$ cat src/rtl/visible_bitmap_rank_select_top_macros.svh
// ----------------------------------------------------------------------------
// Assertion macros for the visible bitmap rank/select block
// Immediate-cycle and next-cycle implication checks on clk, gated by rst_n.
// ----------------------------------------------------------------------------
`ifndef VISIBLE_BITMAP_RANK_SELECT_TOP_MACROS_SVH
`define VISIBLE_BITMAP_RANK_SELECT_TOP_MACROS_SVH

`ifndef ASSERT_OFF
`define VBRS_ASSERT_IMP(lbl, ante, cons, msg) \
  lbl: assert property (@(posedge clk) disable iff (!rst_n) (ante) |-> (cons)) \
    else $error(msg);
`define VBRS_ASSERT_NXT(lbl, ante, cons, msg) \
  lbl: assert property (@(posedge clk) disable iff (!rst_n) (ante) |=> (cons)) \
    else $error(msg);
`else
`define VBRS_ASSERT_IMP(lbl, ante, cons, msg)
`define VBRS_ASSERT_NXT(lbl, ante, cons, msg)
`endif

`endif

$ cat src/rtl/vbrs_pkg.sv
// ----------------------------------------------------------------------------
// vbrs_pkg
// Shared widths, action codes and the word evaluation status type.
// ----------------------------------------------------------------------------
`default_nettype none

package vbrs_pkg;

  localparam int WORD_BITS = 32;
  localparam int WORD_LSB  = 5;
  localparam int ONES_W    = 6;
  localparam int PW        = 12;
  localparam int CW        = 11;

  localparam logic [CW-1:0] COUNTER_MAX = 11'd2047;

  localparam logic [2:0] ACT_MARK   = 3'd0;
  localparam logic [2:0] ACT_NEXT   = 3'd1;
  localparam logic [2:0] ACT_PREV   = 3'd2;
  localparam logic [2:0] ACT_RANK   = 3'd3;
  localparam logic [2:0] ACT_SELECT = 3'd4;
  localparam logic [2:0] ACT_CLEAR  = 3'd5;

  typedef struct packed {
    logic [WORD_BITS-1:0] masked;
    logic [ONES_W-1:0]    ones;
    logic [WORD_LSB-1:0]  lo_bit;
    logic [WORD_LSB-1:0]  hi_bit;
    logic                 any;
  } wstat_t;

endpackage

`default_nettype wire

$ cat src/rtl/visible_bitmap_rank_select_top.sv
// ----------------------------------------------------------------------------
// visible_bitmap_rank_select_top
// Flow: trivial items go from acceptance through start and emit to the output
//   register, in-range marks also through eval; scans read one bitmap word per
//   eval step, up to ceil(count/32) words, and select then clears set bits of
//   the target word one by one to find it. One item at a time: the next word is
//   taken the cycle after the result loads, so the input waits while an item is
//   in flight, longer while the output stalls. One bitmap row a cycle, set by
//   the single read port of the bitmap memory. Reset: synchronous; control cleared
//   at once, then a pass over ceil(MAX/32) words zeroes it, no input taken meanwhile.
// ----------------------------------------------------------------------------
`default_nettype none

`include "visible_bitmap_rank_select_top_macros.svh"

module visible_bitmap_rank_select_top
  import vbrs_pkg::*;
#(
  parameter int MAX_ENTRIES = 1024
) (
  input  logic        clk,
  input  logic        rst_n,

  input  logic        cfg_wr_en,
  input  logic [10:0] cfg_wr_data,  // entries_in_use

  input  logic        in_tvalid,
  output logic        in_tready,
  input  logic [15:0] in_tdata,     // [11:0] position, [12] matched, [13] narrow_only, zero
  input  logic [2:0]  in_tuser,     // [2:0] action
  input  logic        in_tlast,     // last_of_pass

  output logic        out_tvalid,
  input  logic        out_tready,
  output logic [23:0] out_tdata     // [11:0] answer, [12] entry_visible, [23:13] selected_total
);

  localparam int NW   = (MAX_ENTRIES + WORD_BITS - 1) / WORD_BITS;
  localparam int AW   = (NW > 1) ? $clog2(NW) : 1;
  localparam int MAXC = (MAX_ENTRIES > 2047) ? 2047 : MAX_ENTRIES;

  typedef enum logic [5:0] {
    S_CLEAR = 6'b000001,
    S_IDLE  = 6'b000010,
    S_START = 6'b000100,
    S_EVAL  = 6'b001000,
    S_BITS  = 6'b010000,
    S_EMIT  = 6'b100000
  } state_t;

  // control
  state_t         state_r, state_nxt;
  logic [CW-1:0]  cfg_r;
  logic [CW-1:0]  pc_r, pc_nxt;
  logic [CW-1:0]  total_r, total_nxt;
  logic [AW-1:0]  clr_addr_r;
  logic           out_valid_r, out_valid_nxt;

  // payload
  logic [2:0]     act_r;
  logic [PW-1:0]  pos_r;
  logic           matched_r, narrow_r, last_r;
  logic [PW-1:0]  lo_r, lo_nxt, hi_r, hi_nxt;
  logic [AW-1:0]  eval_addr_r, eval_addr_nxt;
  logic [PW-1:0]  cnt_r, cnt_nxt;
  logic [PW-1:0]  ans_r, ans_nxt;
  logic           vis_r, vis_nxt;
  logic [WORD_BITS-1:0] word_r, word_nxt;
  logic [ONES_W-1:0]    r_r, r_nxt;
  logic [23:0]    out_data_r;

  // memory
  logic [WORD_BITS-1:0] vis_mem [NW];
  logic [WORD_BITS-1:0] rd_data_r;
  logic                 rd_en, wr_en;
  logic [AW-1:0]        rd_addr, wr_addr;
  logic [WORD_BITS-1:0] wr_data;

  // derived
  logic [CW-1:0]        n_eff;
  logic signed [12:0]   n_ext, nm1, pos_ext, prev_start, s_ext, rank_end;
  logic [PW-1:0]        s_nonneg, base, n_plus1, cnt_sum;
  logic [AW-1:0]        hi_word, lo_word;
  logic                 old_bit, new_bit;
  logic [CW-1:0]        pc_inc;
  logic [WORD_BITS-1:0] eval_word;
  wstat_t               ws;

  assign n_eff    = (cfg_r > CW'(MAXC)) ? CW'(MAXC) : cfg_r;
  assign n_ext    = $signed({2'b00, n_eff});
  assign nm1      = n_ext - 13'sd1;
  assign pos_ext  = $signed({pos_r[PW-1], pos_r});
  assign s_nonneg = pos_r[PW-1] ? '0 : pos_r;
  assign s_ext    = $signed({1'b0, s_nonneg});
  assign n_plus1  = PW'(n_eff) + PW'(1);
  assign base     = PW'({eval_addr_r, {WORD_LSB{1'b0}}});
  assign hi_word  = AW'(hi_r >> WORD_LSB);
  assign lo_word  = AW'(lo_r >> WORD_LSB);
  assign cnt_sum  = cnt_r + PW'(ws.ones);

  always_comb begin
    prev_start = pos_ext - 13'sd2;
    if (prev_start > nm1) begin
      prev_start = nm1;
    end
    rank_end = (s_ext > nm1) ? nm1 : s_ext;
  end

  assign eval_word = (state_r == S_BITS) ? word_r : rd_data_r;

  vbrs_word_eval u_word_eval (
    .word_i (eval_word),
    .base_i (base),
    .lo_i   (lo_r),
    .hi_i   (hi_r),
    .stat_o (ws)
  );

  assign old_bit = rd_data_r[pos_r[WORD_LSB-1:0]];
  assign new_bit = matched_r && (!narrow_r || old_bit);
  assign pc_inc  = (new_bit && (pc_r < COUNTER_MAX)) ? pc_r + CW'(1) : pc_r;

  assign in_tready  = (state_r == S_IDLE);
  assign out_tvalid = out_valid_r;
  assign out_tdata  = out_data_r;

  always_comb begin
    state_nxt     = state_r;
    pc_nxt        = pc_r;
    total_nxt     = total_r;
    lo_nxt        = lo_r;
    hi_nxt        = hi_r;
    eval_addr_nxt = eval_addr_r;
    cnt_nxt       = cnt_r;
    ans_nxt       = ans_r;
    vis_nxt       = vis_r;
    word_nxt      = word_r;
    r_nxt         = r_r;
    out_valid_nxt = out_valid_r && !out_tready;
    rd_en         = 1'b0;
    rd_addr       = eval_addr_r;
    wr_en         = 1'b0;
    wr_addr       = eval_addr_r;
    wr_data       = rd_data_r;

    case (state_r)
      S_CLEAR: begin
        wr_en   = 1'b1;
        wr_addr = clr_addr_r;
        wr_data = '0;
        if (clr_addr_r == AW'(NW - 1)) begin
          state_nxt = S_IDLE;
        end
      end

      S_IDLE: begin
        if (in_tvalid) begin
          state_nxt = S_START;
        end
      end

      S_START: begin
        vis_nxt   = 1'b0;
        ans_nxt   = '0;
        cnt_nxt   = '0;
        lo_nxt    = '0;
        state_nxt = S_EMIT;
        case (act_r)
          ACT_MARK: begin
            if (!pos_r[PW-1] && (pos_r[CW-1:0] < n_eff)) begin
              rd_en         = 1'b1;
              rd_addr       = AW'(pos_r >> WORD_LSB);
              eval_addr_nxt = rd_addr;
              state_nxt     = S_EVAL;
            end else if (last_r) begin
              total_nxt = pc_r;
              pc_nxt    = '0;
            end
          end
          ACT_NEXT: begin
            if (s_ext >= n_ext) begin
              ans_nxt = '1;
            end else begin
              lo_nxt        = s_nonneg;
              hi_nxt        = nm1[PW-1:0];
              rd_en         = 1'b1;
              rd_addr       = AW'(s_nonneg >> WORD_LSB);
              eval_addr_nxt = rd_addr;
              state_nxt     = S_EVAL;
            end
          end
          ACT_PREV: begin
            if (prev_start < 13'sd0) begin
              ans_nxt = '1;
            end else begin
              hi_nxt        = prev_start[PW-1:0];
              rd_en         = 1'b1;
              rd_addr       = AW'(prev_start[PW-1:0] >> WORD_LSB);
              eval_addr_nxt = rd_addr;
              state_nxt     = S_EVAL;
            end
          end
          ACT_RANK: begin
            if (total_r == '0) begin
              ans_nxt = pos_r;
            end else if (n_eff != '0) begin
              hi_nxt        = rank_end[PW-1:0];
              rd_en         = 1'b1;
              rd_addr       = '0;
              eval_addr_nxt = '0;
              state_nxt     = S_EVAL;
            end
          end
          ACT_SELECT: begin
            if ((n_eff == '0) || pos_r[PW-1]) begin
              ans_nxt = n_plus1;
            end else begin
              // k of zero only looks at entry zero
              hi_nxt        = (pos_r == '0) ? '0 : nm1[PW-1:0];
              rd_en         = 1'b1;
              rd_addr       = '0;
              eval_addr_nxt = '0;
              state_nxt     = S_EVAL;
            end
          end
          ACT_CLEAR: begin
            total_nxt = '0;
            pc_nxt    = '0;
          end
          default: begin
          end
        endcase
      end

      S_EVAL: begin
        state_nxt = S_EMIT;
        case (act_r)
          ACT_MARK: begin
            wr_en                          = 1'b1;
            wr_data[pos_r[WORD_LSB-1:0]]   = new_bit;
            vis_nxt                        = new_bit;
            if (last_r) begin
              total_nxt = pc_inc;
              pc_nxt    = '0;
            end else begin
              pc_nxt = pc_inc;
            end
          end
          ACT_NEXT: begin
            if (ws.any) begin
              ans_nxt = base + PW'(ws.lo_bit) + PW'(1);
            end else if (eval_addr_r == hi_word) begin
              ans_nxt = '1;
            end else begin
              rd_en         = 1'b1;
              rd_addr       = eval_addr_r + AW'(1);
              eval_addr_nxt = rd_addr;
              state_nxt     = S_EVAL;
            end
          end
          ACT_PREV: begin
            if (ws.any) begin
              ans_nxt = base + PW'(ws.hi_bit) + PW'(1);
            end else if (eval_addr_r == lo_word) begin
              ans_nxt = '1;
            end else begin
              rd_en         = 1'b1;
              rd_addr       = eval_addr_r - AW'(1);
              eval_addr_nxt = rd_addr;
              state_nxt     = S_EVAL;
            end
          end
          ACT_RANK: begin
            if (eval_addr_r == hi_word) begin
              ans_nxt = cnt_sum;
            end else begin
              cnt_nxt       = cnt_sum;
              rd_en         = 1'b1;
              rd_addr       = eval_addr_r + AW'(1);
              eval_addr_nxt = rd_addr;
              state_nxt     = S_EVAL;
            end
          end
          ACT_SELECT: begin
            if (pos_r == '0) begin
              ans_nxt = ws.masked[0] ? n_plus1 : '0;
            end else if (cnt_sum >= pos_r) begin
              // target lies in this word: hand over to the bit search
              word_nxt  = ws.masked;
              r_nxt     = ONES_W'(pos_r - cnt_r);
              state_nxt = S_BITS;
            end else if (eval_addr_r == hi_word) begin
              ans_nxt = n_plus1;
            end else begin
              cnt_nxt       = cnt_sum;
              rd_en         = 1'b1;
              rd_addr       = eval_addr_r + AW'(1);
              eval_addr_nxt = rd_addr;
              state_nxt     = S_EVAL;
            end
          end
          default: begin
          end
        endcase
      end

      S_BITS: begin
        if (r_r == ONES_W'(1)) begin
          ans_nxt   = base + PW'(ws.lo_bit);
          state_nxt = S_EMIT;
        end else begin
          // drop the lowest set bit and count it
          word_nxt            = word_r;
          word_nxt[ws.lo_bit] = 1'b0;
          r_nxt               = r_r - ONES_W'(1);
        end
      end

      S_EMIT: begin
        if (!out_valid_r || out_tready) begin
          out_valid_nxt = 1'b1;
          state_nxt     = S_IDLE;
        end
      end

      default: begin
        state_nxt = S_IDLE;
      end
    endcase
  end

  always_ff @(posedge clk) begin
    if (!rst_n) begin
      state_r     <= S_CLEAR;
      cfg_r       <= '0;
      pc_r        <= '0;
      total_r     <= '0;
      clr_addr_r  <= '0;
      out_valid_r <= 1'b0;
    end else begin
      state_r     <= state_nxt;
      pc_r        <= pc_nxt;
      total_r     <= total_nxt;
      out_valid_r <= out_valid_nxt;
      if (state_r == S_CLEAR) begin
        clr_addr_r <= clr_addr_r + AW'(1);
      end
      if (cfg_wr_en) begin
        cfg_r <= cfg_wr_data;
      end
    end
  end

  always_ff @(posedge clk) begin
    if (in_tvalid && in_tready) begin
      act_r     <= in_tuser;
      pos_r     <= in_tdata[11:0];
      matched_r <= in_tdata[12];
      narrow_r  <= in_tdata[13];
      last_r    <= in_tlast;
    end
    lo_r        <= lo_nxt;
    hi_r        <= hi_nxt;
    eval_addr_r <= eval_addr_nxt;
    cnt_r       <= cnt_nxt;
    ans_r       <= ans_nxt;
    vis_r       <= vis_nxt;
    word_r      <= word_nxt;
    r_r         <= r_nxt;
    if ((state_r == S_EMIT) && (!out_valid_r || out_tready)) begin
      out_data_r <= {total_r, vis_r, ans_r};
    end
  end

  always_ff @(posedge clk) begin
    if (wr_en) begin
      vis_mem[wr_addr] <= wr_data;
    end
    if (rd_en) begin
      rd_data_r <= vis_mem[rd_addr];
    end
  end

  `VBRS_ASSERT_IMP(a_wr_only_clear_or_mark, wr_en,
    (state_r == S_CLEAR) || ((state_r == S_EVAL) && (act_r == ACT_MARK)),
    "bitmap written outside clear pass or mark")
  `VBRS_ASSERT_IMP(a_bits_has_target, state_r == S_BITS,
    (word_r != '0) && (r_r != '0) && ($countones(word_r) >= r_r),
    "select bit search entered without a reachable target")
  `VBRS_ASSERT_NXT(a_accept_starts, in_tvalid && in_tready, state_r == S_START,
    "accepted word did not start processing")
  `VBRS_ASSERT_IMP(a_scan_in_window,
    (state_r == S_EVAL) && ((act_r == ACT_NEXT) || (act_r == ACT_PREV) ||
      (act_r == ACT_RANK) || (act_r == ACT_SELECT)),
    (eval_addr_r <= hi_word) && (eval_addr_r >= lo_word),
    "scan address left its window")

endmodule

`default_nettype wire

$ cat src/rtl/vbrs_word_eval.sv
// ----------------------------------------------------------------------------
// vbrs_word_eval
// Masks one bitmap word to an index window and gives its population count
// and the positions of its lowest and highest set bits.
// ----------------------------------------------------------------------------
`default_nettype none

module vbrs_word_eval
  import vbrs_pkg::*;
(
  input  logic [WORD_BITS-1:0] word_i,
  input  logic [PW-1:0]        base_i,
  input  logic [PW-1:0]        lo_i,
  input  logic [PW-1:0]        hi_i,
  output wstat_t               stat_o
);

  always_comb begin
    logic [PW-1:0] idx;
    stat_o = '0;
    for (int j = 0; j < WORD_BITS; j++) begin
      idx = base_i + PW'(j);
      stat_o.masked[j] = word_i[j] && (idx >= lo_i) && (idx <= hi_i);
    end
    for (int j = 0; j < WORD_BITS; j++) begin
      stat_o.ones = stat_o.ones + ONES_W'(stat_o.masked[j]);
    end
    // lowest set bit wins: scan from the top down
    for (int j = WORD_BITS - 1; j >= 0; j--) begin
      if (stat_o.masked[j]) begin
        stat_o.lo_bit = WORD_LSB'(j);
      end
    end
    for (int j = 0; j < WORD_BITS; j++) begin
      if (stat_o.masked[j]) begin
        stat_o.hi_bit = WORD_LSB'(j);
      end
    end
    stat_o.any = |stat_o.masked;
  end

endmodule

`default_nettype wire
$ cat config.mk
export PLATFORM = sky130hd
export DESIGN_NAME = visible_bitmap_rank_select_top
export DESIGN_NICKNAME = d
export VERILOG_FILES = /design/src/rtl/vbrs_pkg.sv /design/src/rtl/visible_bitmap_rank_select_top.sv /design/src/rtl/vbrs_word_eval.sv
export VERILOG_INCLUDE_DIRS = /design/src /design/src/rtl
export SDC_FILE = /design/constraint.sdc
export NUM_CORES = 2
export LEC_CHECK = 0
export BUFFER_PORTS_ARGS = -buffer_cell sky130_fd_sc_hd__clkbuf_2
export CORE_MARGIN = 2
export CORE_UTILIZATION = 60
export DETAILED_ROUTE_END_ITERATION = 12
export GPL_TIMING_DRIVEN = 0
export MAX_ROUTING_LAYER = met4
export PLACE_DENSITY = 0.76
export SYNTH_ARGS = -nofsm -noshare
export SYNTH_HDL_FRONTEND = slang
export SYNTH_HIERARCHICAL = 1
export SYNTH_SLANG_ARGS = --single-unit
export TNS_END_PERCENT = 20
$ cat constraint.sdc
create_clock -name clk -period 21.2 [get_ports clk]
set_input_delay 3.18 -clock clk [delete_from_list [all_inputs] [get_ports clk]]
set_output_delay 3.18 -clock clk [all_outputs]
set_load 0.1 [all_outputs]
**Word level (Yosys, flattened, before mapping)**

Memory sizes are Yosys's and may differ from the RTL's. A register that Yosys moved wholly into a read port is not among the register bits.
Cells that the tools add are included.

- Register bits after elaboration: 179
- Memory bits (writable): 1,024
- Memories: 1

Memory list:

| name | words | bits a word | rd ports | clocked after Yosys merged registers in | write ports | line | RTL |
|---|---|---|---|---|---|---|---|
| vis_mem | 32 | 32 | 1 | 1 | 1 | visible_bitmap_rank_select_top.sv:73 | `logic [WORD_BITS-1:0] vis_mem [NW];` |

- $add $sub $neg: 76
- Order comparisons: 76
- Eq/ne operators: 42
- Mux-type cells: 187
- Bitwise operators: 3
- Reduce and logical (&&, ||, !) cells: 98

Operators with widths:

| cell | count |
|---|---|
| 12-bit >= comparator | 32 |
| 12-bit less-or-equal comparator | 31 |
| 5-bit 2-to-1 mux | 61 |
| 12-bit 2-to-1 mux | 24 |
| 32-bit 2-to-1 mux | 6 |
| 6-bit by 1-bit adder with 6-bit output | 30 |
| 10-bit by 5-bit adder with 11-bit output (second input constant) | 16 |
| 12-bit case mux with 4 select lines | 3 |
| 32-bit case mux with 2 select lines | 2 |
| 11-bit 2-to-1 mux | 11 |
| 6-bit 2-to-1 mux | 20 |
| 10-bit by 4-bit adder with 11-bit output (second input constant) | 8 |
| 11-bit case mux with 2 select lines | 4 |
| 1-bit logical AND | 72 |
| 12-bit case mux with 2 select lines | 2 |
| 10-bit by 3-bit adder with 11-bit output (second input constant) | 4 |
| 12-bit case mux with 3 select lines | 1 |
| 6-bit case mux with 6 select lines | 1 |
| 32-bit AND | 1 |
| 32-bit bitwise mux | 1 |
| 4-bit 2-to-1 mux | 8 |
| 32-bit inverter | 1 |
| 32-bit OR reduction | 1 |
| 6-bit case mux with 5 select lines | 1 |
| other kinds (74) | 141 |

**Logic depth before layout (Yosys ltp)**

- Depth after elaboration: 44
- Mapped depth: 58
- Gate-level depth less buffers: 53

**Cells and area by module**

The synthesis kept the hierarchy.

By module, submodules not included:

| module | times used | cells an instance | area an instance (um^2) | seq. area each (um^2) |
|---|---|---|---|---|
| visible_bitmap_rank_select_top | 1 | 4,777 | 54,862.6 | 36,555.1 |
| vbrs_word_eval | 1 | 2,343 | 18,196.2 | 0.0 |

**Worst setup path before layout**

Ideal clock, no wire load.

- Path kind: register -> register
- Start: register eval_addr_r[2]
- End: register r_r[0] (enable)
- Setup time: 495 ps
- Data arrival time: 11,972 ps
- Setup slack: 8,734 ps
- Cell stages (with the launch flop): 36
- Path buffers: 2
- Cells stage by stage: dfxtp_1 buf_1 clkbuf_1 xor2_1 ha_1 o21a_1 o2111ai_1 o21ai_0 a21o_1 o22ai_1 inv_1 fa_1 fa_1 fa_1 inv_1 fa_1 fa_1 inv_1 fa_1 inv_1 fa_1 inv_1 fa_1 a21oi_1 nor2_1 nor2_1 o21bai_1 a21oi_1 nor2_1 and3_1 xor2_1 ha_1 o2111ai_1 nor4_1 a41oi_1 o32ai_1

RTL lines:

| item | line | RTL |
|---|---|---|
| start, declared | visible_bitmap_rank_select_top.sv:64 | `logic [AW-1:0] eval_addr_r, eval_addr_nxt;` |
| start signal, assigned | visible_bitmap_rank_select_top.sv:364 | `eval_addr_r <= eval_addr_nxt;` |
| end signal, assigned | visible_bitmap_rank_select_top.sv:369 | `r_r <= r_nxt;` |
| end, declared | visible_bitmap_rank_select_top.sv:69 | `logic [ONES_W-1:0] r_r, r_nxt;` |

==> metrics.txt <==
clk slew on worst S/H paths=60 ps; FILL cells=9,270; # setup viols final=0; Leak=31.9 nW; io pins=62; FMAX=55.0 MHz; crit-path max cell delay=1140 ps; Clk network pwr share=33.7%; Remaining DRCs=0; crit path max fanout=11; CTS root buf=clkbuf_16; total grt overflow=0; Final nets=8,158; CTS buffer count=119; initial core utilization=60.3%; most frequent cells in the layout=nand2_1, edfxtp_1, ha_1; Post-DP HPWL=197 mm; design internal power=4.41 mW; synth unique cells=107; register area share after synthesis=50.0%; CTS tree=built; Final Max Tran Viols=21; Syn-to-layout area delta=12.2%; sequential power share=44.5%; number of synthesized flops with an enable pin=1,184; vias in the first global route=58,054; CP Launch Type=flip-flop; final worst path period share=85.8%; total negative slack=0 ps; clock sink total=1,234; Setup Skew=108 ps; fin crit period=18,190 ps; Synth Area per Inst=10.3 µm²; Synth async-reset ratio=0%; Routed Antenna Nets=0; Primary FF master, synth=edfxtp_1; Arr. time, crit path=18,610 ps; RSZ-0062 raised after global routing=false; die width=353 µm; Port Buf Inserts=58; first-pass GRT wire length=387 mm; Core Box Area=121,000 µm²; die height=353 µm; Total Routing Usage GR=43.7%; slew margin rel.=-5.81%; worst-margin pin slew=1590 ps; CTS Hold Bufs=0; switching power=1.95 mW; Fin. Hold Viols=0; failing checks=max-capacitance violations, max-slew violations; cell mode on critical path=fa_1; Routed wire per std cell=29.4 µm; Vias=61,357; ratio of cells with drive above 1 in the final layout=7.30%; TritonRoute pass-1 iters=8; reg-to-reg slack, setup=3010 ps; Final WS setup=3010 ps; Skew-Pair Late Insertion Delay=800 ps; Yosys warning total=6; initial antenna violation count=12; post-CTS setup buffer count=0; Comb pwr share=21.9%; violation count after the first detailed-routing iteration=9,300; CP Data Required Time=21,620 ps; worst vdd rail ir drop=0.0000907 V; Post-Synthesis Cells=7,120; largest net degree at the start of global routing=33; pre-CTS setup slack=3830 ps; worst setup path category=flip-flop to flip-flop; max capacitance violation total=2; Core Rows=128; Clock Path Buffers=3; Post-CTS Resized=0; Cell Pwr Density=77.5 nW/µm²; die area=125,000 µm²; worst hold path class=flip-flop to flip-flop; outcome=complete, but fails checks; drt total wl=269 mm; count of state elements after synthesis=1,234; Max stage delay cell, worst path=a221oi_1; CTS H-tree depth=3; DR vias/cell=6.70; gpl congestion=1.12; Worst setup EP type=flip-flop; Synth Cell Area=73,100 µm²; leading cell type in the layout, fill and taps excluded=nand2_1; Sw Ratio=30.7%
## sequential cells by signal, summed over array words and instances, names as in the netlist, 3 cells and up
signal / flops
vis_mem: 1024
rd_data_r: 32
word_r: 32
out_tdata: 24
ans_r: 12
cnt_r: 12
hi_r: 12
pos_r: 12
cfg_r: 11
lo_r: 11
pc_r: 11
total_r: 11
r_r: 6
state_r: 6
clr_addr_r: 5
eval_addr_r: 5
act_r: 3
## kinds of logic (layout without fill, tap and decap cells)
logic type	count (synthesis)	after routing	share of synthesized area, %
buffers and inverters	574	934	3.06
flip-flops	1234	1234	50.0
multiplexers	36	36	0.630
XOR/XNOR	309	309	3.70
AO/OA/AOI/OAI	1480	1480	12.9
other	1	53	0.00513
AND/OR/NAND/NOR	2784	2784	17.3
adder cells (fa/ha/maj)	702	702	12.3
## critical path, delay by kind of cell, from the launching register on
| kind | cells | cell delay [ps] |
|---|---|---|
| AO/OA/AOI/OAI | 15 | 5500 |
| XOR/XNOR | 2 | 490 |
| adder cells (fa/ha/maj) | 11 | 4540 |
| buffers and inverters | 11 | 3650 |
| flip-flops | 1 | 1090 |
| AND/OR/NAND/NOR | 10 | 2510 |
## per-layer routing
metal | global-route usage, % | up-vias | wire length, µm
li1 | - | 26783 | -
met1 | 54.4 | 29280 | 96500
met2 | 63.4 | 4331 | 116000
met3 | 9.94 | 963 | 33000
met4 | 30.4 | 0 | 23400
met5 | - | - | 0
## cells in the mapped netlist (all sizes together) (50+ instances only)
cell / n / share of area (%)
a211oi: 76 / 0.80
a21o: 138 / 1.4
a21oi: 529 / 3.6
a31oi: 69 / 0.60
and2: 53 / 0.45
buf: 116 / 0.70
clkbuf: 254 / 1.3
dfxtp: 50 / 1.4
edfxtp: 1184 / 49
ha: 676 / 12
inv: 200 / 1.0
nand2: 1372 / 7.1
nand3: 447 / 3.1
nand4: 155 / 1.3
nor2: 328 / 1.7
nor2b: 54 / 0.46
nor3: 85 / 0.62
nor4: 53 / 0.50
o21ai: 276 / 1.9
o22ai: 51 / 0.44
or3: 61 / 0.53
xnor2: 147 / 1.8
xor2: 162 / 1.9
## power groups by stage
stage               clock network [mW]  registers (mW)  logic [mW]
floorplan                            0            2.88       0.786
global placement                     0            2.90        1.18
detailed placement                   0            2.88        1.29
CTS                               2.13            2.83        1.30
global route                      2.23            2.83        1.47
finish                            2.14            2.83        1.39
## worst paths after layout
| check | end | cells past startpoint | startpoint |
|---|---|---|---|
| worst max-delay path | rd_data_r[18]$_DFFE_PP_ | 49 | eval_addr_r[2]$_DFF_P_ |
| worst max register to register | rd_data_r[18]$_DFFE_PP_ | 49 | eval_addr_r[2]$_DFF_P_ |
| worst min register to register | out_tdata[6]$_DFFE_PP_ | 0 | ans_r[6]$_DFFE_PP_ |
| worst min-delay path | out_tdata[6]$_DFFE_PP_ | 0 | ans_r[6]$_DFFE_PP_ |
## metrics by stage
stage	power (mW)	hold WS [ps]	cells	cell area, µm²	util [%]
after detailed placement	4.17	408	8924	78000	64.4
final	6.36	422	9157	82000	67.6
after CTS	6.26	403	9147	82000	67.6
after floorplan	3.67	400	7162	73200	-
after global placement	4.08	406	8845	75500	62.3
after global routing	6.54	434	9155	82000	67.6
## layout make-up
cell class                      count  area (µm²)  area share (%)
Antenna cell                       10        25.0          0.0305
Buffer                            370        1470            1.79
Clock buffer                      141        3070            3.74
Clock inverter                     82         860            1.05
Inverter                          204         766           0.934
Multi-Input combinational cell   5354       35100            42.8
Sequential cell                  1234       36600            44.6
Tap cell                         1625        2030            2.48
Timing Repair Buffer              137        2120            2.59
Note: power is estimated with default switching activity, not from simulation.
